$ cat config.mk
export PLATFORM = sky130hd
export DESIGN_NAME = decimal_text_to_fixed_point
export DESIGN_NICKNAME = d
export VERILOG_FILES = /design/src/dttf_pkg.sv /design/src/decimal_text_to_fixed_point.sv /design/src/dttf_scan.sv /design/src/dttf_div.sv
export VERILOG_INCLUDE_DIRS = /design/src /design/src/src
export SDC_FILE = /design/constraint.sdc
export NUM_CORES = 1
export LEC_CHECK = 0
export ABC_CLOCK_PERIOD_IN_PS = 10100
export BUFFER_PORTS_ARGS = -buffer_cell sky130_fd_sc_hd__buf_2
export CAP_MARGIN = 20
export CORE_MARGIN = 8
export CORE_UTILIZATION = 40
export DETAILED_ROUTE_END_ITERATION = 8
export PLACE_DENSITY = 0.63
export SLEW_MARGIN = 20
export SYNTH_ARGS = -nofsm -noshare
export SYNTH_HDL_FRONTEND = slang
export SYNTH_SLANG_ARGS = --single-unit
export TNS_END_PERCENT = 20
$ cat constraint.sdc
create_clock -name aclk -period 10.1 [get_ports aclk]
set_input_delay 2.02 -clock aclk [delete_from_list [all_inputs] [get_ports aclk]]
set_output_delay 2.02 -clock aclk [all_outputs]
set_load 0.005 [all_outputs]
$ cat src/assert_macros.svh
// ----------------------------------------------------------------------------
// assert_macros.svh
// Concurrent assertion helpers, compiled out for synthesis.
// ----------------------------------------------------------------------------
`ifndef ASSERT_MACROS_SVH
`define ASSERT_MACROS_SVH

`ifndef SYNTHESIS
// Property must hold on every clock edge outside reset.
`define ASSERT_ALWAYS(lbl, clk, rstn, prop, msg) \
    lbl: assert property (@(posedge clk) disable iff (!(rstn)) (prop)) else $error(msg);
// Consequent must hold on the cycle after the antecedent.
`define ASSERT_NEXT(lbl, clk, rstn, ante, cons, msg) \
    lbl: assert property (@(posedge clk) disable iff (!(rstn)) (ante) |=> (cons)) \
        else $error(msg);
`else
`define ASSERT_ALWAYS(lbl, clk, rstn, prop, msg)
`define ASSERT_NEXT(lbl, clk, rstn, ante, cons, msg)
`endif

`endif

$ cat src/dttf_pkg.sv
// ----------------------------------------------------------------------------
// dttf_pkg
// Shared constants, types and the power-of-ten table for the text parser.
// ----------------------------------------------------------------------------
package dttf_pkg;

    // parameter defaults
    localparam int FRAC_BITS_DEF  = 16;
    localparam int MAX_DIGITS_DEF = 19;
    localparam int VALUE_BITS_DEF = 48;

    localparam int CHAR_W = 8;
    localparam int MANT_W = 64;
    localparam int CNT_W  = 5;
    localparam int ERR_W  = 2;
    localparam int PH_W   = 3;

    // parse phases
    localparam logic [PH_W-1:0] PH_LEAD  = 3'd0;
    localparam logic [PH_W-1:0] PH_SIGN  = 3'd1;
    localparam logic [PH_W-1:0] PH_INT   = 3'd2;
    localparam logic [PH_W-1:0] PH_FRAC  = 3'd3;
    localparam logic [PH_W-1:0] PH_TRAIL = 3'd4;
    localparam logic [PH_W-1:0] PH_ERR   = 3'd5;

    // error codes
    localparam logic [ERR_W-1:0] ERR_NONE  = 2'd0;
    localparam logic [ERR_W-1:0] ERR_BLANK = 2'd1;
    localparam logic [ERR_W-1:0] ERR_CHAR  = 2'd2;
    localparam logic [ERR_W-1:0] ERR_OVF   = 2'd3;

    // character codes
    localparam logic [CHAR_W-1:0] CH_TAB   = 8'd9;
    localparam logic [CHAR_W-1:0] CH_CR    = 8'd13;
    localparam logic [CHAR_W-1:0] CH_SPACE = 8'd32;
    localparam logic [CHAR_W-1:0] CH_MINUS = 8'd45;
    localparam logic [CHAR_W-1:0] CH_POINT = 8'd46;
    localparam logic [CHAR_W-1:0] CH_ZERO  = 8'd48;
    localparam logic [CHAR_W-1:0] CH_NINE  = 8'd57;

    // parser state after the current character
    typedef struct packed {
        logic              neg;
        logic [MANT_W-1:0] mant;
        logic [CNT_W-1:0]  cnt;
        logic              point;
        logic [PH_W-1:0]   phase;
        logic [ERR_W-1:0]  sticky;
    } scan_info_t;

    function automatic logic [MANT_W-1:0] pow_ten(input logic [CNT_W-1:0] k);
        logic [MANT_W-1:0] p;
        case (k)
            5'd0:    p = 64'd1;
            5'd1:    p = 64'd10;
            5'd2:    p = 64'd100;
            5'd3:    p = 64'd1000;
            5'd4:    p = 64'd10000;
            5'd5:    p = 64'd100000;
            5'd6:    p = 64'd1000000;
            5'd7:    p = 64'd10000000;
            5'd8:    p = 64'd100000000;
            5'd9:    p = 64'd1000000000;
            5'd10:   p = 64'd10000000000;
            5'd11:   p = 64'd100000000000;
            5'd12:   p = 64'd1000000000000;
            5'd13:   p = 64'd10000000000000;
            5'd14:   p = 64'd100000000000000;
            5'd15:   p = 64'd1000000000000000;
            5'd16:   p = 64'd10000000000000000;
            5'd17:   p = 64'd100000000000000000;
            5'd18:   p = 64'd1000000000000000000;
            5'd19:   p = 64'd10000000000000000000;
            default: p = 64'd1;
        endcase
        return p;
    endfunction

endpackage

$ cat src/decimal_text_to_fixed_point.sv
// Timing: the result is registered once the sequencer is in its convert state, the divider
//   is idle and the output slot is free; the divider runs only when fraction digits are present.
// Throughput: one character per cycle while ready is high; after each flagged last character
//   input ready stays low until the result has been loaded into the output register.
// Reset: aresetn synchronous, active low; clears parser phase, sequencer and output valid.
// ----------------------------------------------------------------------------
// decimal_text_to_fixed_point
// Parses a decimal text number (one byte per transfer, tlast on the final
// character) into a saturated two's-complement fixed-point value with status.
// ----------------------------------------------------------------------------
`include "assert_macros.svh"

module decimal_text_to_fixed_point #(
    parameter int FRAC_BITS  = dttf_pkg::FRAC_BITS_DEF,
    parameter int MAX_DIGITS = dttf_pkg::MAX_DIGITS_DEF,
    parameter int VALUE_BITS = dttf_pkg::VALUE_BITS_DEF,
    localparam int OUT_W     = ((3 + VALUE_BITS + 7) / 8) * 8
) (
    input  logic                        aclk,
    input  logic                        aresetn,
    // input character stream
    input  logic                        s_axis_tvalid,
    output logic                        s_axis_tready,
    input  logic [dttf_pkg::CHAR_W-1:0] s_axis_tdata,   // [7:0] char_code
    input  logic                        s_axis_tlast,   // last_char
    // result stream
    output logic                        m_axis_tvalid,
    input  logic                        m_axis_tready,
    output logic [OUT_W-1:0]            m_axis_tdata    // [0] ok, [2:1] error_code,
                                                        // [VALUE_BITS+2:3] fixed_value
);

    // Dividend width: mantissa shifted left by the fraction bits.
    localparam int W = dttf_pkg::MANT_W + FRAC_BITS;
    // The 0.5 rounding term, scaled; zero when there are no fraction bits.
    localparam logic [W-1:0] HALF = (W'(1) << FRAC_BITS) >> 1;
    localparam logic [W-1:0] LIM_POS = (W'(1) << (VALUE_BITS - 1)) - W'(1);
    localparam logic [W-1:0] LIM_NEG = W'(1) << (VALUE_BITS - 1);
    localparam logic [VALUE_BITS-1:0] SAT_POS = {1'b0, {(VALUE_BITS-1){1'b1}}};
    localparam logic [VALUE_BITS-1:0] SAT_NEG = {1'b1, {(VALUE_BITS-1){1'b0}}};

    // sequencer states
    localparam logic ST_SCAN = 1'b0;   // taking characters
    localparam logic ST_CONV = 1'b1;   // divider running / result waiting to load

    logic                         state_reg, state_next;
    logic                         job_neg_reg;
    logic [dttf_pkg::ERR_W-1:0]   job_err_reg;
    logic                         m_valid_reg, m_valid_next;
    logic [OUT_W-1:0]             m_data_reg;

    dttf_pkg::scan_info_t         info_next;
    logic                         in_xfer;
    logic                         last_xfer;
    logic [dttf_pkg::ERR_W-1:0]   pre_err;
    logic                         div_start;
    logic [W-1:0]                 dividend;
    logic [dttf_pkg::MANT_W-1:0]  divisor;
    logic                         div_busy;
    logic [W-1:0]                 quotient;

    logic                         load;
    logic                         ovf;
    logic [dttf_pkg::ERR_W-1:0]   res_err;
    logic [VALUE_BITS-1:0]        res_val;

    // assertion helpers
    logic [dttf_pkg::ERR_W-1:0]   m_code;
    logic                         chk_idle_in;
    logic                         chk_ok_code;
    logic                         chk_text_zero;

    assign s_axis_tready = (state_reg == ST_SCAN);
    assign in_xfer       = s_axis_tvalid && s_axis_tready;
    assign last_xfer     = in_xfer && s_axis_tlast;

    dttf_scan #(
        .MAX_DIGITS (MAX_DIGITS)
    ) u_scan (
        .aclk      (aclk),
        .aresetn   (aresetn),
        .char_acc  (in_xfer),
        .char_last (s_axis_tlast),
        .char_code (s_axis_tdata),
        .info_next (info_next)
    );

    // Classify the string once its last character is in.
    always_comb begin
        case (info_next.phase)
            dttf_pkg::PH_LEAD, dttf_pkg::PH_SIGN: pre_err = dttf_pkg::ERR_BLANK;
            dttf_pkg::PH_ERR:                     pre_err = info_next.sticky;
            default:                              pre_err = dttf_pkg::ERR_NONE;
        endcase
    end

    // magnitude = floor((mant * 2^FRAC_BITS + half) / 10^digits); the low
    // bits of the shifted mantissa are zero, so the half term (added only after a point) is an OR.
    assign dividend  = (W'(info_next.mant) << FRAC_BITS) | (info_next.point ? HALF : '0);
    assign divisor   = dttf_pkg::pow_ten(info_next.point ? info_next.cnt : '0);
    assign div_start = last_xfer && (pre_err == dttf_pkg::ERR_NONE);

    dttf_div #(
        .W (W)
    ) u_div (
        .aclk     (aclk),
        .aresetn  (aresetn),
        .start    (div_start),
        .dividend (dividend),
        .divisor  (divisor),
        .busy     (div_busy),
        .quotient (quotient)
    );

    // Range check and sign application on the quotient.
    assign ovf = job_neg_reg ? (quotient > LIM_NEG) : (quotient > LIM_POS);

    always_comb begin
        case (job_err_reg)
            dttf_pkg::ERR_NONE: begin
                if (ovf) begin
                    res_err = dttf_pkg::ERR_OVF;
                    res_val = job_neg_reg ? SAT_NEG : SAT_POS;
                end else begin
                    res_err = dttf_pkg::ERR_NONE;
                    res_val = job_neg_reg ? (VALUE_BITS'(0) - quotient[VALUE_BITS-1:0])
                                          : quotient[VALUE_BITS-1:0];
                end
            end
            dttf_pkg::ERR_OVF: begin
                res_err = dttf_pkg::ERR_OVF;
                res_val = job_neg_reg ? SAT_NEG : SAT_POS;
            end
            default: begin
                res_err = job_err_reg;
                res_val = '0;
            end
        endcase
    end

    // Load the output register once the divider is idle and the slot is free.
    assign load = (state_reg == ST_CONV) && !div_busy && (!m_valid_reg || m_axis_tready);

    always_comb begin
        state_next = state_reg;
        case (state_reg)
            ST_SCAN: if (last_xfer) state_next = ST_CONV;
            ST_CONV: if (load)      state_next = ST_SCAN;
            default: state_next = ST_SCAN;
        endcase
    end

    always_comb begin
        m_valid_next = m_valid_reg;
        if (m_axis_tready) begin
            m_valid_next = 1'b0;
        end
        if (load) begin
            m_valid_next = 1'b1;
        end
    end

    always_ff @(posedge aclk) begin
        if (!aresetn) begin
            state_reg   <= ST_SCAN;
            m_valid_reg <= 1'b0;
        end else begin
            state_reg   <= state_next;
            m_valid_reg <= m_valid_next;
        end
    end

    always_ff @(posedge aclk) begin
        if (last_xfer) begin
            job_neg_reg <= info_next.neg;
            job_err_reg <= pre_err;
        end
        if (load) begin
            m_data_reg <= OUT_W'({res_val, res_err, res_err == dttf_pkg::ERR_NONE});
        end
    end

    assign m_axis_tvalid = m_valid_reg;
    assign m_axis_tdata  = m_data_reg;

    // ------------------------------------------------------------------------
    // Assertions
    // ------------------------------------------------------------------------
    assign m_code        = m_axis_tdata[2:1];
    assign chk_idle_in   = !(div_busy && s_axis_tready);
    assign chk_ok_code   = !m_axis_tvalid || (m_axis_tdata[0] == (m_code == dttf_pkg::ERR_NONE));
    assign chk_text_zero = !m_axis_tvalid ||
                           !(m_code == dttf_pkg::ERR_BLANK || m_code == dttf_pkg::ERR_CHAR) ||
                           (m_axis_tdata[VALUE_BITS+2:3] == '0);

    `ASSERT_ALWAYS(a_no_input_while_div, aclk, aresetn, chk_idle_in, "ready while dividing")
    `ASSERT_NEXT(a_pause_after_last, aclk, aresetn, last_xfer, !s_axis_tready, "ready after tlast")
    `ASSERT_ALWAYS(a_ok_matches_code, aclk, aresetn, chk_ok_code, "ok flag vs error code")
    `ASSERT_ALWAYS(a_text_err_zero, aclk, aresetn, chk_text_zero, "nonzero value on text error")

endmodule

$ cat src/dttf_scan.sv
// ----------------------------------------------------------------------------
// dttf_scan
// Per-character parser: phase tracking and decimal mantissa accumulation.
// ----------------------------------------------------------------------------
module dttf_scan #(
    parameter int MAX_DIGITS = dttf_pkg::MAX_DIGITS_DEF
) (
    input  logic                             aclk,
    input  logic                             aresetn,
    input  logic                             char_acc,
    input  logic                             char_last,
    input  logic [dttf_pkg::CHAR_W-1:0]      char_code,
    output dttf_pkg::scan_info_t             info_next
);

    localparam int ACC_W = dttf_pkg::MANT_W + 4;
    localparam logic [ACC_W-1:0] BOUND =
        ACC_W'(dttf_pkg::pow_ten(dttf_pkg::CNT_W'(MAX_DIGITS))) - ACC_W'(1);
    localparam logic [dttf_pkg::CNT_W-1:0] CNT_MAX = dttf_pkg::CNT_W'(MAX_DIGITS);
    // idle parser: leading-space phase, everything else cleared
    localparam dttf_pkg::scan_info_t INFO_RST = '{
        neg:    1'b0,
        mant:   '0,
        cnt:    '0,
        point:  1'b0,
        phase:  dttf_pkg::PH_LEAD,
        sticky: dttf_pkg::ERR_NONE
    };

    dttf_pkg::scan_info_t info_reg;

    logic             is_space;
    logic             is_digit;
    logic [3:0]       digit;
    logic [ACC_W-1:0] mac;
    logic             fits;

    assign is_space = (char_code == dttf_pkg::CH_SPACE) ||
                      (char_code >= dttf_pkg::CH_TAB && char_code <= dttf_pkg::CH_CR);
    assign is_digit = (char_code >= dttf_pkg::CH_ZERO) && (char_code <= dttf_pkg::CH_NINE);
    assign digit    = char_code[3:0];
    // mant * 10 + d
    assign mac  = {info_reg.mant, 3'b000} + {2'b00, info_reg.mant, 1'b0} + ACC_W'(digit);
    assign fits = (mac <= BOUND);

    always_comb begin
        info_next = info_reg;
        case (info_reg.phase)
            dttf_pkg::PH_LEAD, dttf_pkg::PH_SIGN: begin
                if (info_reg.phase == dttf_pkg::PH_LEAD && is_space) begin
                    info_next.phase = dttf_pkg::PH_LEAD;
                end else if (info_reg.phase == dttf_pkg::PH_LEAD &&
                             char_code == dttf_pkg::CH_MINUS) begin
                    info_next.neg   = 1'b1;
                    info_next.phase = dttf_pkg::PH_SIGN;
                end else if (is_digit) begin
                    info_next.mant  = dttf_pkg::MANT_W'(digit);
                    info_next.phase = dttf_pkg::PH_INT;
                end else begin
                    info_next.sticky = dttf_pkg::ERR_CHAR;
                    info_next.phase  = dttf_pkg::PH_ERR;
                end
            end
            dttf_pkg::PH_INT: begin
                if (is_digit) begin
                    if (fits) begin
                        info_next.mant = mac[dttf_pkg::MANT_W-1:0];
                    end else begin
                        info_next.sticky = dttf_pkg::ERR_OVF;
                        info_next.phase  = dttf_pkg::PH_ERR;
                    end
                end else if (char_code == dttf_pkg::CH_POINT) begin
                    info_next.point = 1'b1;
                    info_next.phase = dttf_pkg::PH_FRAC;
                end else if (is_space) begin
                    info_next.phase = dttf_pkg::PH_TRAIL;
                end else begin
                    info_next.sticky = dttf_pkg::ERR_CHAR;
                    info_next.phase  = dttf_pkg::PH_ERR;
                end
            end
            dttf_pkg::PH_FRAC: begin
                if (is_digit) begin
                    // excess fraction digits are dropped
                    if (info_reg.cnt < CNT_MAX && fits) begin
                        info_next.mant = mac[dttf_pkg::MANT_W-1:0];
                        info_next.cnt  = info_reg.cnt + 1'b1;
                    end
                end else if (is_space) begin
                    info_next.phase = dttf_pkg::PH_TRAIL;
                end else begin
                    info_next.sticky = dttf_pkg::ERR_CHAR;
                    info_next.phase  = dttf_pkg::PH_ERR;
                end
            end
            dttf_pkg::PH_TRAIL: begin
                if (!is_space) begin
                    info_next.sticky = dttf_pkg::ERR_CHAR;
                    info_next.phase  = dttf_pkg::PH_ERR;
                end
            end
            default: begin
                info_next = info_reg;
            end
        endcase
    end

    always_ff @(posedge aclk) begin
        if (!aresetn) begin
            info_reg <= INFO_RST;
        end else if (char_acc) begin
            if (char_last) begin
                info_reg <= INFO_RST;
            end else begin
                info_reg <= info_next;
            end
        end
    end

endmodule

$ cat src/dttf_div.sv
// ----------------------------------------------------------------------------
// dttf_div
// Restoring divider, one quotient bit per cycle; divide-by-one bypass.
// ----------------------------------------------------------------------------
module dttf_div #(
    parameter int W = dttf_pkg::MANT_W + dttf_pkg::FRAC_BITS_DEF
) (
    input  logic                        aclk,
    input  logic                        aresetn,
    input  logic                        start,
    input  logic [W-1:0]                dividend,
    input  logic [dttf_pkg::MANT_W-1:0] divisor,
    output logic                        busy,
    output logic [W-1:0]                quotient
);

    localparam int CW = $clog2(W + 1);
    localparam int DW = dttf_pkg::MANT_W;

    logic          busy_reg;
    logic [CW-1:0] cnt_reg;
    logic [DW-1:0] rem_reg;
    logic [DW-1:0] dvs_reg;
    logic [W-1:0]  quo_reg;

    logic [DW:0]   rsh;
    logic          ge;
    logic [DW:0]   diff;

    assign rsh  = {rem_reg, quo_reg[W-1]};
    assign ge   = (rsh >= {1'b0, dvs_reg});
    assign diff = rsh - {1'b0, dvs_reg};

    always_ff @(posedge aclk) begin
        if (!aresetn) begin
            busy_reg <= 1'b0;
            cnt_reg  <= '0;
        end else if (start) begin
            busy_reg <= (divisor != DW'(1));
            cnt_reg  <= CW'(W);
        end else if (busy_reg) begin
            cnt_reg <= cnt_reg - 1'b1;
            if (cnt_reg == CW'(1)) begin
                busy_reg <= 1'b0;
            end
        end
    end

    always_ff @(posedge aclk) begin
        if (start) begin
            quo_reg <= dividend;
            rem_reg <= '0;
            dvs_reg <= divisor;
        end else if (busy_reg) begin
            quo_reg <= {quo_reg[W-2:0], ge};
            rem_reg <= ge ? diff[DW-1:0] : rsh[DW-1:0];
        end
    end

    assign busy     = busy_reg;
    assign quotient = quo_reg;

endmodule
Word-level counts from Yosys, hierarchy flattened --
Memory sizes are Yosys's and may differ from the RTL's. Index checks and enable logic that the tools add are counted.
Operators by class: muxes and demuxes 53, reductions and logical operators 24, add/sub/neg operators 6, bitwise logic cells 3, $lt $le $gt $ge 9, eq/ne operators 12
Operators by type and width (count):
- $mux 64 | 5
- $pmux 64 s3 | 1
- $mux 80 | 2
- $mux 48 | 3
- $mux 69 | 2
- $pmux 48 s2 | 1
- $gt 80x47->1 const B | 1
- $gt 80x48->1 const B | 1
- $or 80x16->80 | 1
- $mux 76 | 1
- $add 67x65->68 | 1
- $add 68x4->68 | 1
- $le 68x64->1 const B | 1
- $ge 65x64->1 | 1
- $mux 65 | 1
- $ne 64x1->1 const B | 1
- $sub 64x64->64 | 1
- $sub 1x48->48 const A | 1
- $mux 5 | 6
- $eq 8x6->1 const B | 3
- $pmux 5 s4 | 1
- $mux 16 | 1
- $mux 1 | 14
- $mux 7 | 2
- other kinds (24) | 54
Storage, ports and cells: memories 1, word-level logic and storage cells 125, ROM bits 1888, register bits 348
Memory list:
- (no name shown) | depth 32, bits a word 59, rd ports 1, clocked after Yosys merged registers in 0, wr ports 0, line dttf_pkg.sv:53 | case (k)

Logic depth before layout (Yosys ltp) --
Gate-level depths: netlist of the first run.
depth after elaboration 13, mapped depth 27, mapped depth without buffers 26

Modules after synthesis --
A second synthesis of the first run with hierarchy kept.
Second synthesis, totals: cells, all modules 3069, area total of the unflattened synthesis 26774.4 µm²
Modules (own cells, without submodules):
- dttf_div | instances 1, seq. area each 5765.5 µm², area an instance 12796.0 µm², cells each 1316
- dttf_scan | instances 1, seq. area each 1521.5 µm², area an instance 9402.8 µm², cells each 1217
- decimal_text_to_fixed_point | instances 1, seq. area each 1661.6 µm², area an instance 4575.6 µm², cells each 536

Worst setup path after synthesis of the first run --
No wires, ideal clock.
path type input to register, start input s_axis_tdata[3] (netlist name), end register u_div.quo_reg[0], in the netlist u_div.quotient[0], enable pin, library setup time 0.452 ns, stages on the path 21, setup slack 0.774 ns, data arrival time 8.874 ns, data required time 9.648 ns, path through inv_1 -> fa_1 -> fa_1 -> nand2b_1 -> a211o_1 -> a211oi_1 -> o21ai_0 -> o41ai_1 -> nor2_1 -> xnor2_1 -> or4_1 -> a221oi_1 -> o31ai_1 -> o31ai_4 -> nor2_1 -> a2111oi_0 -> o41a_1 -> o21ai_2 -> buf_2 -> buf_4 -> nand2b_1
On the way: cells in the longest elaborated chain, start to end 13
RTL lines:
- start: declaration | line decimal_text_to_fixed_point.sv:24 | input logic [dttf_pkg::CHAR_W-1:0] s_axis_tdata,
- branches (longest 6 deep; another with $add 68x4->68)
- $pmux 5 s4 (*) | line dttf_scan.sv:48 | case (info_reg.phase)
- $eq 3x1->1 / $logic_not 3->1 (equally long branches) | line decimal_text_to_fixed_point.sv:90 | case (info_next.phase)
- $reduce_or 2->1 | line decimal_text_to_fixed_point.sv:90
- $pmux 2 s2 (*) | line decimal_text_to_fixed_point.sv:90
- $logic_not 2->1 (*) | line decimal_text_to_fixed_point.sv:101 | assign div_start = last_xfer && (pre_err == dttf_pkg::ERR_NONE);
- $logic_and 1x1->1 (*) | line decimal_text_to_fixed_point.sv:101
- $reduce_bool 2->1 (no line) (*)
- end signal: assignment | line dttf_div.sv:51 | quo_reg <= dividend;
- end signal: assignment | line dttf_div.sv:55 | quo_reg <= {quo_reg[W-2:0], ge};
- end: declaration | line dttf_div.sv:24 | logic [W-1:0] quo_reg;
Mark *: on every way between the ends. A chain may end at the register's enable or synchronous reset.

Worst setup path after layout of the first run --
start input s_axis_tdata[3] (netlist name), end register u_div.busy_reg, in the netlist u_div.busy
RTL lines:
- $add 68x4->68 | line dttf_scan.sv:43 | assign mac = {info_reg.mant, 3'b000} + {2'b00, info_reg.mant, 1'b0} + ACC_W'(digit);
- $le 68x64->1 | line dttf_scan.sv:44 | assign fits = (mac <= BOUND);
- $logic_and 1x1->1 | line dttf_scan.sv:85 | if (info_reg.cnt < CNT_MAX && fits) begin
- $mux 69 | line dttf_scan.sv:85
- $mux 69 | line dttf_scan.sv:83 | if (is_digit) begin
- $mux 5 | line dttf_scan.sv:48
- $mux 5 (*) | line decimal_text_to_fixed_point.sv:100 | assign divisor = dttf_pkg::pow_ten(info_next.point ? info_next.cnt : '0);
- $mem_v2 32x59 (*)
- via divisor (one bit) | line decimal_text_to_fixed_point.sv:58 | logic [dttf_pkg::MANT_W-1:0] divisor;
- $ne 64x1->1 (*) | line dttf_div.sv:39 | busy_reg <= (divisor != DW'(1));
- $mux 1 (*) | line dttf_div.sv:38 | end else if (start) begin
- end signal: assignment | line dttf_div.sv:39
- end: declaration | line dttf_div.sv:20 | logic busy_reg;
Mark *: on every way through the listed nets, which the timed path passes. The rest lies on a longest branch.

==> impl_metrics.json, run 1 <==
{
  "largest_register_ffs": 80,
  "setup.worst_path.end_class": "flip-flop",
  "clk_root_buffer_cell": "clkbuf_16",
  "drtAntennaViolNets": 0,
  "core-area_um2": 61700,
  "dr.pass1.iters": 7,
  "p_total_mw": 4.71,
  "ff2ff_setup_slack_ns": 2.41,
  "slew_violations": 0,
  "dp_cells": 3802,
  "drive_above_1_share_pct": 7.07,
  "reg2regPathDepth": 23,
  "die_w_um": 266,
  "cts_resized": 0,
  "seqPwrFrac_pct": 37.5,
  "worst_path_max_delay_cell": "or4_1",
  "cts.path.max_buffers": 3,
  "critPathRequiredTime_ns": 10.54,
  "ys.flop_type": "edfxtp_1",
  "maxCapViolCount": 0,
  "clkPwrFrac_pct": 34.1,
  "vias": 22100,
  "tightest_slew_ns": 1.10,
  "vias_per_cell": 5.70,
  "syn_inst": 3044,
  "initial_core_util_pct": 40.5,
  "power_switching_mw": 1.60,
  "ys_seq_area_share_pct": 34.6,
  "worstPathArrival_ns": 9.34,
  "fin_cells": 3881,
  "num_io_pins": 71,
  "worst_slack_ns": 1.20,
  "cts_setup_buffers": 0,
  "clock_latency_ns": 0.59,
  "dpl_cell_area_um2": 26000,
  "min_path_cells": 2,
  "slowest_delay_ns": 0.56,
  "min_from": "u_scan.info_reg[75]",
  "hpwl_um": 52900,
  "clk_pin_slew_ns": 0.06,
  "synth_top_area_share_pct": 22.6,
  "timing.final.crit_share_pct": 88.1,
  "final_hold_viol_count": 0,
  "crit_path_max_fanout": 11,
  "met2_usage_pct": 29.4,
  "rows": 91,
  "grt_use_met1_pct": 30.3,
  "netlist_top_cells_area": "edfxtp_1, dfxtp_1, ha_1",
  "crit_path_start_kind": "primary input",
  "ys_warn_count": 0,
  "powerDensity_nw_per_um2": 172,
  "portBuffers": 65,
  "comb_power_share_pct": 28.4,
  "min_period_ns": 8.90,
  "synth_edf_count": 188,
  "max_freq_ghz": 0.112,
  "p_sw_share_pct": 34.0,
  "power.internal_mw": 3.11,
  "setup_viol": 0,
  "synth_area_leader_cell": "edfxtp_1",
  "antenna_found_initial": 2,
  "fin_tns_setup_ns": 0,
  "n_fill_cell": 6203,
  "max-slew-margin-rel_pct": 26.1,
  "drc": 0,
  "area_delta_synth_final_pct": 9.89,
  "fin_nets": 3227,
  "async_reset_ff_share_pct": 0,
  "ys_types": 100,
  "cts_sinks": 338,
  "timing.rr.start": "u_scan.info_reg[13]",
  "grt_max_degree": 138,
  "drtIter0Drc": 2131,
  "cts_tree": "yes",
  "dieArea_um2": 70700,
  "grt_pass1_vias": 20600,
  "busiest_layer": "met1",
  "grt_overflow_total": 0,
  "die_y_um": 266,
  "cts.hold.buffers_added": 0,
  "p_leak_nw": 11.4,
  "hold_end": "u_scan.info_reg[75]",
  "fin_area_um2": 27500,
  "gp_congestion": 0.963,
  "ys_seq_elements": 338,
  "hold_class": "reg -> reg",
  "routed_wirelength_um": 72800,
  "track_usage_pct": 20.0,
  "avgRoutedWirePerCell_um": 18.8,
  "run_status": "finished clean",
  "cts-buffers-inserted": 42,
  "h-tree-depth": 2,
  "grt_first_pass_wirelength_um": 116000,
  "ir_worst_vdd_mv": 0.137,
  "finalClockSkew_ns": 0.0282,
  "rr_endpoint": "u_div.busy",
  "path_cells": "buf_2 -> inv_1 -> fa_1 -> fa_1 -> nand2b_1 -> a211o_1 -> a211oi_1 -> o21ai_0 -> o41ai_1 -> nor2_1 -> xnor2_1 -> or4_1 -> a221oi_1 -> o31ai_1 -> o31ai_4 -> o21ai_1 -> mux2_2 -> nand2_1 -> inv_1 -> ha_1 -> a32o_1 -> or3b_1 -> nor4_1 -> a31oi_1",
  "grtUsageMet3_pct": 3.27,
  "dpl_worst_slack_ns": 0.790,
  "syn_area_per_cell_um2": 8.21,
  "rsz0062_at_grt": "false",
  "critPathKind": "in -> reg",
  "syn-cell-area_um2": 25000
}
[stage by stage]
step | hold WS, ns | utilization (%)
2_1_floorplan | 0.431 | -
3_3_place_gp | 0.448 | 42.1
3_5_place_dp | 0.465 | 42.1
4_1_cts | 0.479 | 44.5
5_1_grt | 0.513 | 44.5
6_report | 0.484 | 44.5
[placed cells by master (no fill, tap or decap), drive strengths merged, types with 78 or more instances in the layout]
master  netlist  final
a21o         78     78
a21oi       246    246
buf          43     97
dfxtp       150    150
edfxtp      188    188
ha          202    202
inv         121    125
nand2       411    411
nor2        244    244
o21ai       280    280
[kinds of logic after synthesis]
family	synth area share, %
xor gates and xnor gates	4.52
DFF	34.6
adders and majority gates	10.4
buffers and inverters	4.78
and+or+nand+nor	20.4
other	0.0150
AOI/OAI and AO/OA	24.2
muxes	1.08
[power groups by stage]
stage          Sequential, mW  Combinational [mW]  Clock, mW
5_1_grt                  1.79                1.53       1.69
3_3_place_gp             1.79                1.33          0
4_1_cts                  1.77                1.35       1.64
6_report                 1.77                1.34       1.60
3_5_place_dp             1.79                1.34          0
2_1_floorplan            1.75                1.09          0
[how the worst max path moves through the flow]
stage | from | to | slack [ns] | depth (start not counted)
floorplan | s_axis_tdata[3] | u_div.quotient[0] | 0.77 | 21
global placement | s_axis_tdata[3] | u_div.busy | 0.88 | 24
detailed placement | s_axis_tdata[3] | u_div.busy | 0.79 | 24
CTS | s_axis_tdata[3] | u_div.busy | 1.38 | 24
global route | s_axis_tdata[3] | u_div.busy | 0.85 | 26
finish | s_axis_tdata[3] | u_div.busy | 1.20 | 24
[cell type report]
class / instances / area [µm²] / share of cell area, %
multi-input combinational: 2408 / 15200 / 55.4
sequential: 338 / 8650 / 31.5
clock buffer: 54 / 1200 / 4.37
tap: 837 / 1050 / 3.81
timing repair buffer: 97 / 603 / 2.20
inverter: 122 / 462 / 1.68
clock inverter: 24 / 274 / 0.998
antenna: 1 / 2.50 / 0.00912
[cell usage after synthesis (8+ instances only)]
library cell / number
a21oi_1: 246
inv_1: 120
or4_1: 9
buf_2: 20
a22oi_1: 74
nor4_1: 30
a21o_1: 78
o22ai_1: 34
nand2_1: 410
xnor2_1: 74
clkbuf_1: 136
a21boi_0: 11
a221oi_1: 9
buf_1: 15
o211ai_1: 39
ha_1: 202
a211o_1: 9
nand2b_1: 35
nor3_1: 62
a2111oi_0: 8
dfxtp_1: 150
a31oi_1: 17
a2bb2oi_1: 8
o21bai_1: 16
o311ai_1: 10
o31ai_1: 12
or3_1: 23
xor2_1: 55
nand4_1: 37
nor2b_1: 59
o21a_1: 17
mux2i_1: 21
and2_1: 71
edfxtp_1: 188
o21ai_0: 272
nor2_1: 243
and3_1: 13
a211oi_1: 34
nand3_1: 42
[routing by layer]
layer  share of wire, %  vias up
li1                   -    11000
met1                 50    10400
met2                 41      636
met3                7.0       85
met4                1.8        2
met5              0.018        -
[worst max-delay path: cells and delay by family]
family	cells	cell delay (ns)
AO/OA/AOI/OAI	10	3.31
buffers and inverters	3	0.39
adder cells (fa/ha/maj)	3	1.38
AND/OR/NAND/NOR	6	1.67
multiplexers	1	0.36
XOR/XNOR	1	0.19
No activity file was read; power rests on OpenSTA's default activity.
==> run 2, diff against run 1 <==
--- a/config.mk
+++ b/config.mk
@@ -13,6 +13,7 @@
 export CORE_UTILIZATION = 40
 export DETAILED_ROUTE_END_ITERATION = 8
 export PLACE_DENSITY = 0.63
+export RECOVER_POWER = 50
 export SLEW_MARGIN = 20
 export SYNTH_ARGS = -nofsm -noshare
 export SYNTH_HDL_FRONTEND = slang
==> impl_metrics.json, run 2 (synthesized netlist as in run 1, its figures left out) <==
{
  "power_switching_mw": 1.60,
  "setup.worst_path.end_class": "flip-flop",
  "hold_class": "reg -> reg",
  "dr.pass1.iters": 7,
  "vias_per_cell": 5.73,
  "dieArea_um2": 70700,
  "clkPwrFrac_pct": 34.1,
  "worstPathArrival_ns": 9.56,
  "die_w_um": 266,
  "min_period_ns": 9.12,
  "clock_latency_ns": 0.59,
  "die_y_um": 266,
  "cts_resized": 0,
  "grt_first_pass_wirelength_um": 116000,
  "max_freq_ghz": 0.110,
  "tightest_slew_ns": 3.27,
  "mostFrequentLayoutCells": "nand2_1, o21ai_0, a21oi_1",
  "fin_tns_setup_ns": 0,
  "drc": 0,
  "p_sw_share_pct": 34.0,
  "cts.path.max_buffers": 3,
  "crit_path_start_kind": "primary input",
  "max-slew-margin-rel_pct": -118,
  "critPathKind": "in -> reg",
  "num_io_pins": 71,
  "drive_above_1_share_pct": 5.00,
  "h-tree-depth": 2,
  "track_usage_pct": 20.0,
  "core-area_um2": 61700,
  "grt_pass1_vias": 20600,
  "drtAntennaViolNets": 0,
  "comb_power_share_pct": 28.4,
  "cts_sinks": 338,
  "hpwl_um": 52900,
  "rsz0062_at_grt": "false",
  "routed_wirelength_um": 72800,
  "rows": 91,
  "dp_cells": 3802,
  "antenna_found_initial": 2,
  "seqPwrFrac_pct": 37.5,
  "setup_viol": 0,
  "drtIter0Drc": 2106,
  "portBuffers": 65,
  "grt_overflow_total": 0,
  "layout_commonest_cell": "nand2_1",
  "final_hold_viol_count": 0,
  "ir_worst_vdd_mv": 0.137,
  "initial_core_util_pct": 40.5,
  "fin_nets": 3227,
  "crit_path_max_fanout": 11,
  "grt_max_degree": 138,
  "clk_pin_slew_ns": 0.06,
  "power.internal_mw": 3.11,
  "timing.final.crit_share_pct": 90.3,
  "cts_setup_buffers": 0,
  "cts.hold.buffers_added": 0,
  "fin_cells": 3881,
  "p_leak_nw": 11.3,
  "slowest_delay_ns": 0.56,
  "cp_num_buf_inv": 3,
  "powerDensity_nw_per_um2": 172,
  "critPathRequiredTime_ns": 10.54,
  "maxCapViolCount": 3,
  "gp_congestion": 0.963,
  "avgRoutedWirePerCell_um": 18.8,
  "worst_path_max_delay_cell": "or4_1",
  "area_delta_synth_final_pct": 9.40,
  "cts_tree": "yes",
  "cts-buffers-inserted": 42,
  "finalClockSkew_ns": 0.0287,
  "slew_violations": 202,
  "violations": "max-capacitance violations, max-slew violations",
  "vias": 22200,
  "n_fill_cell": 6241,
  "run_status": "finished, violations left",
  "largest_register_ffs": 80,
  "path_cells": "clkbuf_1 -> inv_1 -> fa_1 -> fa_1 -> nand2b_1 -> a211o_1 -> a211oi_1 -> o21ai_0 -> o41ai_1 -> nor2_1 -> xnor2_1 -> or4_1 -> a221oi_1 -> o31ai_1 -> o31ai_4 -> o21ai_0 -> mux2_1 -> nand2_1 -> inv_1 -> ha_1 -> a32o_1 -> or3b_1 -> nor4_1 -> a31oi_1",
  "cp_top_family": "compound AO/OA/AOI/OAI gates",
  "clk_root_buffer_cell": "clkbuf_16"
}
## run 2: changes by cell type in the layout (fill, tap and decap cells not counted), sizes merged
cell / before / now
buf: 97 / 45
clkinv: 14 / 13
clkinvlp: 3 / 4
clkbuf: 54 / 106
## run 2: metrics by stage
step	utilization [%]	area [µm²]	worst slack (ns)	total power, mW	hold WS, ns
floorplan	-	25000	0.774	2.83	0.431
global placement	42.1	26000	0.884	3.12	0.448
detailed placement	42.1	26000	0.790	3.13	0.465
CTS	44.5	27400	1.38	4.75	0.479
global route	44.3	27300	0.590	5.01	0.513
finish	44.3	27300	0.978	4.71	0.486
## run 2: worst min-delay path: stages (launching register included)
cell and delay, ns:
dfxtp_1 0.32, nor2_1 0.05, nor2_1 0.08
## run 2: area by class of cell
cell class                      instances  area, µm²  area share (%)
Inverter                              122        462            1.69
Sequential cell                       338       8650            31.7
Tap cell                              837       1050            3.83
Clock buffer                           54       1200            4.39
Antenna cell                            1       2.50         0.00916
Timing Repair Buffer                   97        515            1.89
Clock inverter                         24        274            1.00
Multi-Input combinational cell       2408      15200            55.5
## run 2: layer usage
| metal | vias to the layer above | global-route usage, % | share of wire [%] |
|---|---|---|---|
| met5 | - | 0 | 0.018 |
| met4 | 2 | 4.33 | 1.9 |
| met3 | 90 | 3.27 | 7.2 |
| met2 | 693 | 29.4 | 42 |
| met1 | 10400 | 30.3 | 49 |
| li1 | 11000 | - | - |
## run 2: final timing paths
check / depth (start not counted) / end / slack [ns] / start
worst min-delay path: 2 / u_scan.info_reg[75] / 0.49 / u_scan.info_reg[75]
worst max-delay path: 24 / u_div.busy / 0.98 / s_axis_tdata[3]
worst max register to register: 23 / u_div.busy / 2.29 / u_scan.info_reg[13]
worst min register to register: 2 / u_scan.info_reg[75] / 0.49 / u_scan.info_reg[75]
## run 2: power by group through the flow
| stage | Clock (mW) | Combinational (mW) | Sequential, mW |
|---|---|---|---|
| final | 1.60 | 1.34 | 1.77 |
| after global routing | 1.69 | 1.53 | 1.79 |
| after CTS | 1.64 | 1.35 | 1.77 |
| after detailed placement | 0 | 1.34 | 1.79 |
| after global placement | 0 | 1.33 | 1.79 |
| after floorplan | 0 | 1.09 | 1.75 |
==> run 3, diff against run 2 <==
--- a/config.mk
+++ b/config.mk
@@ -7,12 +7,13 @@
 export NUM_CORES = 1
 export LEC_CHECK = 0
 export ABC_CLOCK_PERIOD_IN_PS = 10100
-export BUFFER_PORTS_ARGS = -buffer_cell sky130_fd_sc_hd__buf_2
 export CAP_MARGIN = 20
 export CORE_MARGIN = 8
 export CORE_UTILIZATION = 40
 export DETAILED_ROUTE_END_ITERATION = 8
-export PLACE_DENSITY = 0.63
+export DONT_BUFFER_PORTS = 1
+export GPL_TIMING_DRIVEN = 0
+export PLACE_DENSITY = 0.62
 export RECOVER_POWER = 50
 export SLEW_MARGIN = 20
 export SYNTH_ARGS = -nofsm -noshare
==> impl_metrics.json, run 3 (synthesized netlist as in run 1, its figures left out) <==
{
  "run_status": "finished, violations left",
  "violations": "max-capacitance violations, max-slew violations",
  "clk_root_buffer_cell": "clkbuf_16",
  "die_w_um": 266,
  "p_leak_nw": 11.2,
  "tightest_slew_ns": 1.99,
  "cts.hold.buffers_added": 0,
  "vias": 22800,
  "dp_cells": 3888,
  "dieArea_um2": 70700,
  "worst_path_max_delay_cell": "nor3_1",
  "n_fill_cell": 6237,
  "ir_worst_vdd_mv": 0.136,
  "critPathKind": "in -> reg",
  "cts-buffers-inserted": 39,
  "path_cells": "inv_1 -> fa_1 -> inv_1 -> ha_1 -> a211oi_1 -> nor4_1 -> nor4_1 -> nor3_1 -> o22ai_2 -> o31ai_1 -> xor2_1 -> or4_1 -> a221oi_1 -> o31ai_1 -> o31ai_4 -> o31ai_1 -> a311o_1 -> o41a_1 -> o21ai_2 -> clkbuf_1 -> buf_4 -> nand2b_4 -> buf_16",
  "cts_sinks": 338,
  "cp_num_buf_inv": 5,
  "fin_nets": 3310,
  "core-area_um2": 61700,
  "drtAntennaViolNets": 0,
  "clkPwrFrac_pct": 31.9,
  "clock_latency_ns": 0.57,
  "area_delta_synth_final_pct": 9.67,
  "clk_pin_slew_ns": 0.06,
  "hold_class": "reg -> reg",
  "gp_congestion": 0.951,
  "largest_register_ffs": 80,
  "crit_path_max_fanout": 55,
  "hold_end": "u_scan.info_reg[75]",
  "min_from": "u_scan.info_reg[75]",
  "setup_viol": 0,
  "reg2regPathDepth": 23,
  "setup.worst_path.end_class": "flip-flop",
  "vias_per_cell": 5.75,
  "critical_path_depth": 23,
  "critPathRequiredTime_ns": 10.38,
  "grt_overflow_total": 0,
  "comb_power_share_pct": 30.6,
  "rsz0062_at_grt": "false",
  "timing.rr.start": "u_scan.info_reg[13]",
  "track_usage_pct": 21.4,
  "final_util_pct": 44.4,
  "rr_endpoint": "u_div.quotient[73]",
  "worstPathArrival_ns": 10.02,
  "grt_max_degree": 64,
  "seqPwrFrac_pct": 37.5,
  "routed_wirelength_um": 78400,
  "cp_top_family": "compound AO/OA/AOI/OAI gates",
  "cts_resized": 0,
  "grt_first_pass_wirelength_um": 122000,
  "fin_cells": 3960,
  "h-tree-depth": 2,
  "drtIter0Drc": 1951,
  "p_sw_share_pct": 35.5,
  "rows": 91,
  "min_path_cells": 2,
  "maxCapViolCount": 1,
  "initial_core_util_pct": 40.5,
  "power.internal_mw": 3.04,
  "mostFrequentLayoutCells": "nand2_1, o21ai_0, a21oi_1",
  "antenna_cells": 0,
  "timing.final.crit_share_pct": 96.4,
  "cpMostUsedCell": "o31ai_1",
  "grt_pass1_vias": 21300,
  "portBuffers": 0,
  "cts_tree": "yes",
  "ff2ff_setup_slack_ns": 1.43,
  "powerDensity_nw_per_um2": 172,
  "slowest_delay_ns": 0.76,
  "power_switching_mw": 1.67,
  "avgRoutedWirePerCell_um": 19.8,
  "layout_commonest_cell": "nand2_1",
  "hpwl_um": 60000,
  "dr.pass1.iters": 6,
  "slew_violations": 25,
  "min_period_ns": 9.74,
  "cts_setup_buffers": 0,
  "num_io_pins": 71,
  "die_y_um": 266,
  "antenna_found_initial": 0,
  "cts.path.max_buffers": 3,
  "crit_path_start_kind": "primary input",
  "max-slew-margin-rel_pct": -33.0,
  "drc": 0,
  "p_total_mw": 4.71,
  "final_hold_viol_count": 0,
  "max_freq_ghz": 0.103,
  "finalClockSkew_ns": 0.0263,
  "drive_above_1_share_pct": 3.65
}
[run 3: power by group through the flow]
stage               Sequential [mW]  Clock (mW)  Combinational [mW]
CTS                            1.76        1.53                1.43
finish                         1.77        1.50                1.44
global route                   1.79        1.57                1.61
detailed placement             1.79           0                1.42
global placement               1.80           0                1.41
floorplan                      1.75           0                1.09
[run 3: how the worst max path moves through the flow]
stage / end / startpoint / slack (ns)
floorplan: u_div.quotient[0] / s_axis_tdata[3] / 0.77
global placement: u_div.quotient[73] / s_axis_tdata[3] / -2.13
detailed placement: u_div.quotient[0] / s_axis_tdata[3] / 0.08
CTS: u_div.dvs_reg[22] / s_axis_tdata[3] / 0.66
global route: u_div.quotient[73] / s_axis_tdata[3] / 0.07
finish: u_div.quotient[73] / s_axis_tdata[3] / 0.36
[run 3: layer usage]
layer / vias to the layer above / wire length [µm] / global-route usage (%)
met5: - / 0 / 0
met4: 0 / 1540 / 4.97
met3: 98 / 5050 / 2.70
met2: 723 / 34800 / 34.0
met1: 10800 / 37000 / 30.7
li1: 11200 / - / -
[run 3: worst min-delay path: stages (launching register included)]
cell	delay [ns]
dfxtp_1	0.32
nor2_1	0.04
nor2_1	0.07
[run 3: stage by stage]
step / cell area, µm² / setup TNS, ns / worst slack (ns) / hold slack, ns
floorplan: 25000 / 0 / 0.774 / 0.431
global placement: 26000 / -193.75 / -2.13 / 0.447
detailed placement: 26100 / 0 / 0.0782 / 0.457
CTS: 27500 / 0 / 0.657 / 0.471
global route: 27400 / 0 / 0.0690 / 0.522
finish: 27400 / 0 / 0.364 / 0.466
[run 3: cell type report]
| cell class | instances | area [µm²] | share of cell area [%] |
|---|---|---|---|
| buffer | 180 | 724 | 2.64 |
| clock buffer | 49 | 1100 | 4.00 |
| clock inverter | 23 | 250 | 0.913 |
| inverter | 122 | 459 | 1.68 |
| multi-input combinational | 2408 | 15100 | 55.2 |
| sequential | 338 | 8650 | 31.6 |
| tap | 837 | 1050 | 3.82 |
| timing repair buffer | 3 | 36.3 | 0.132 |
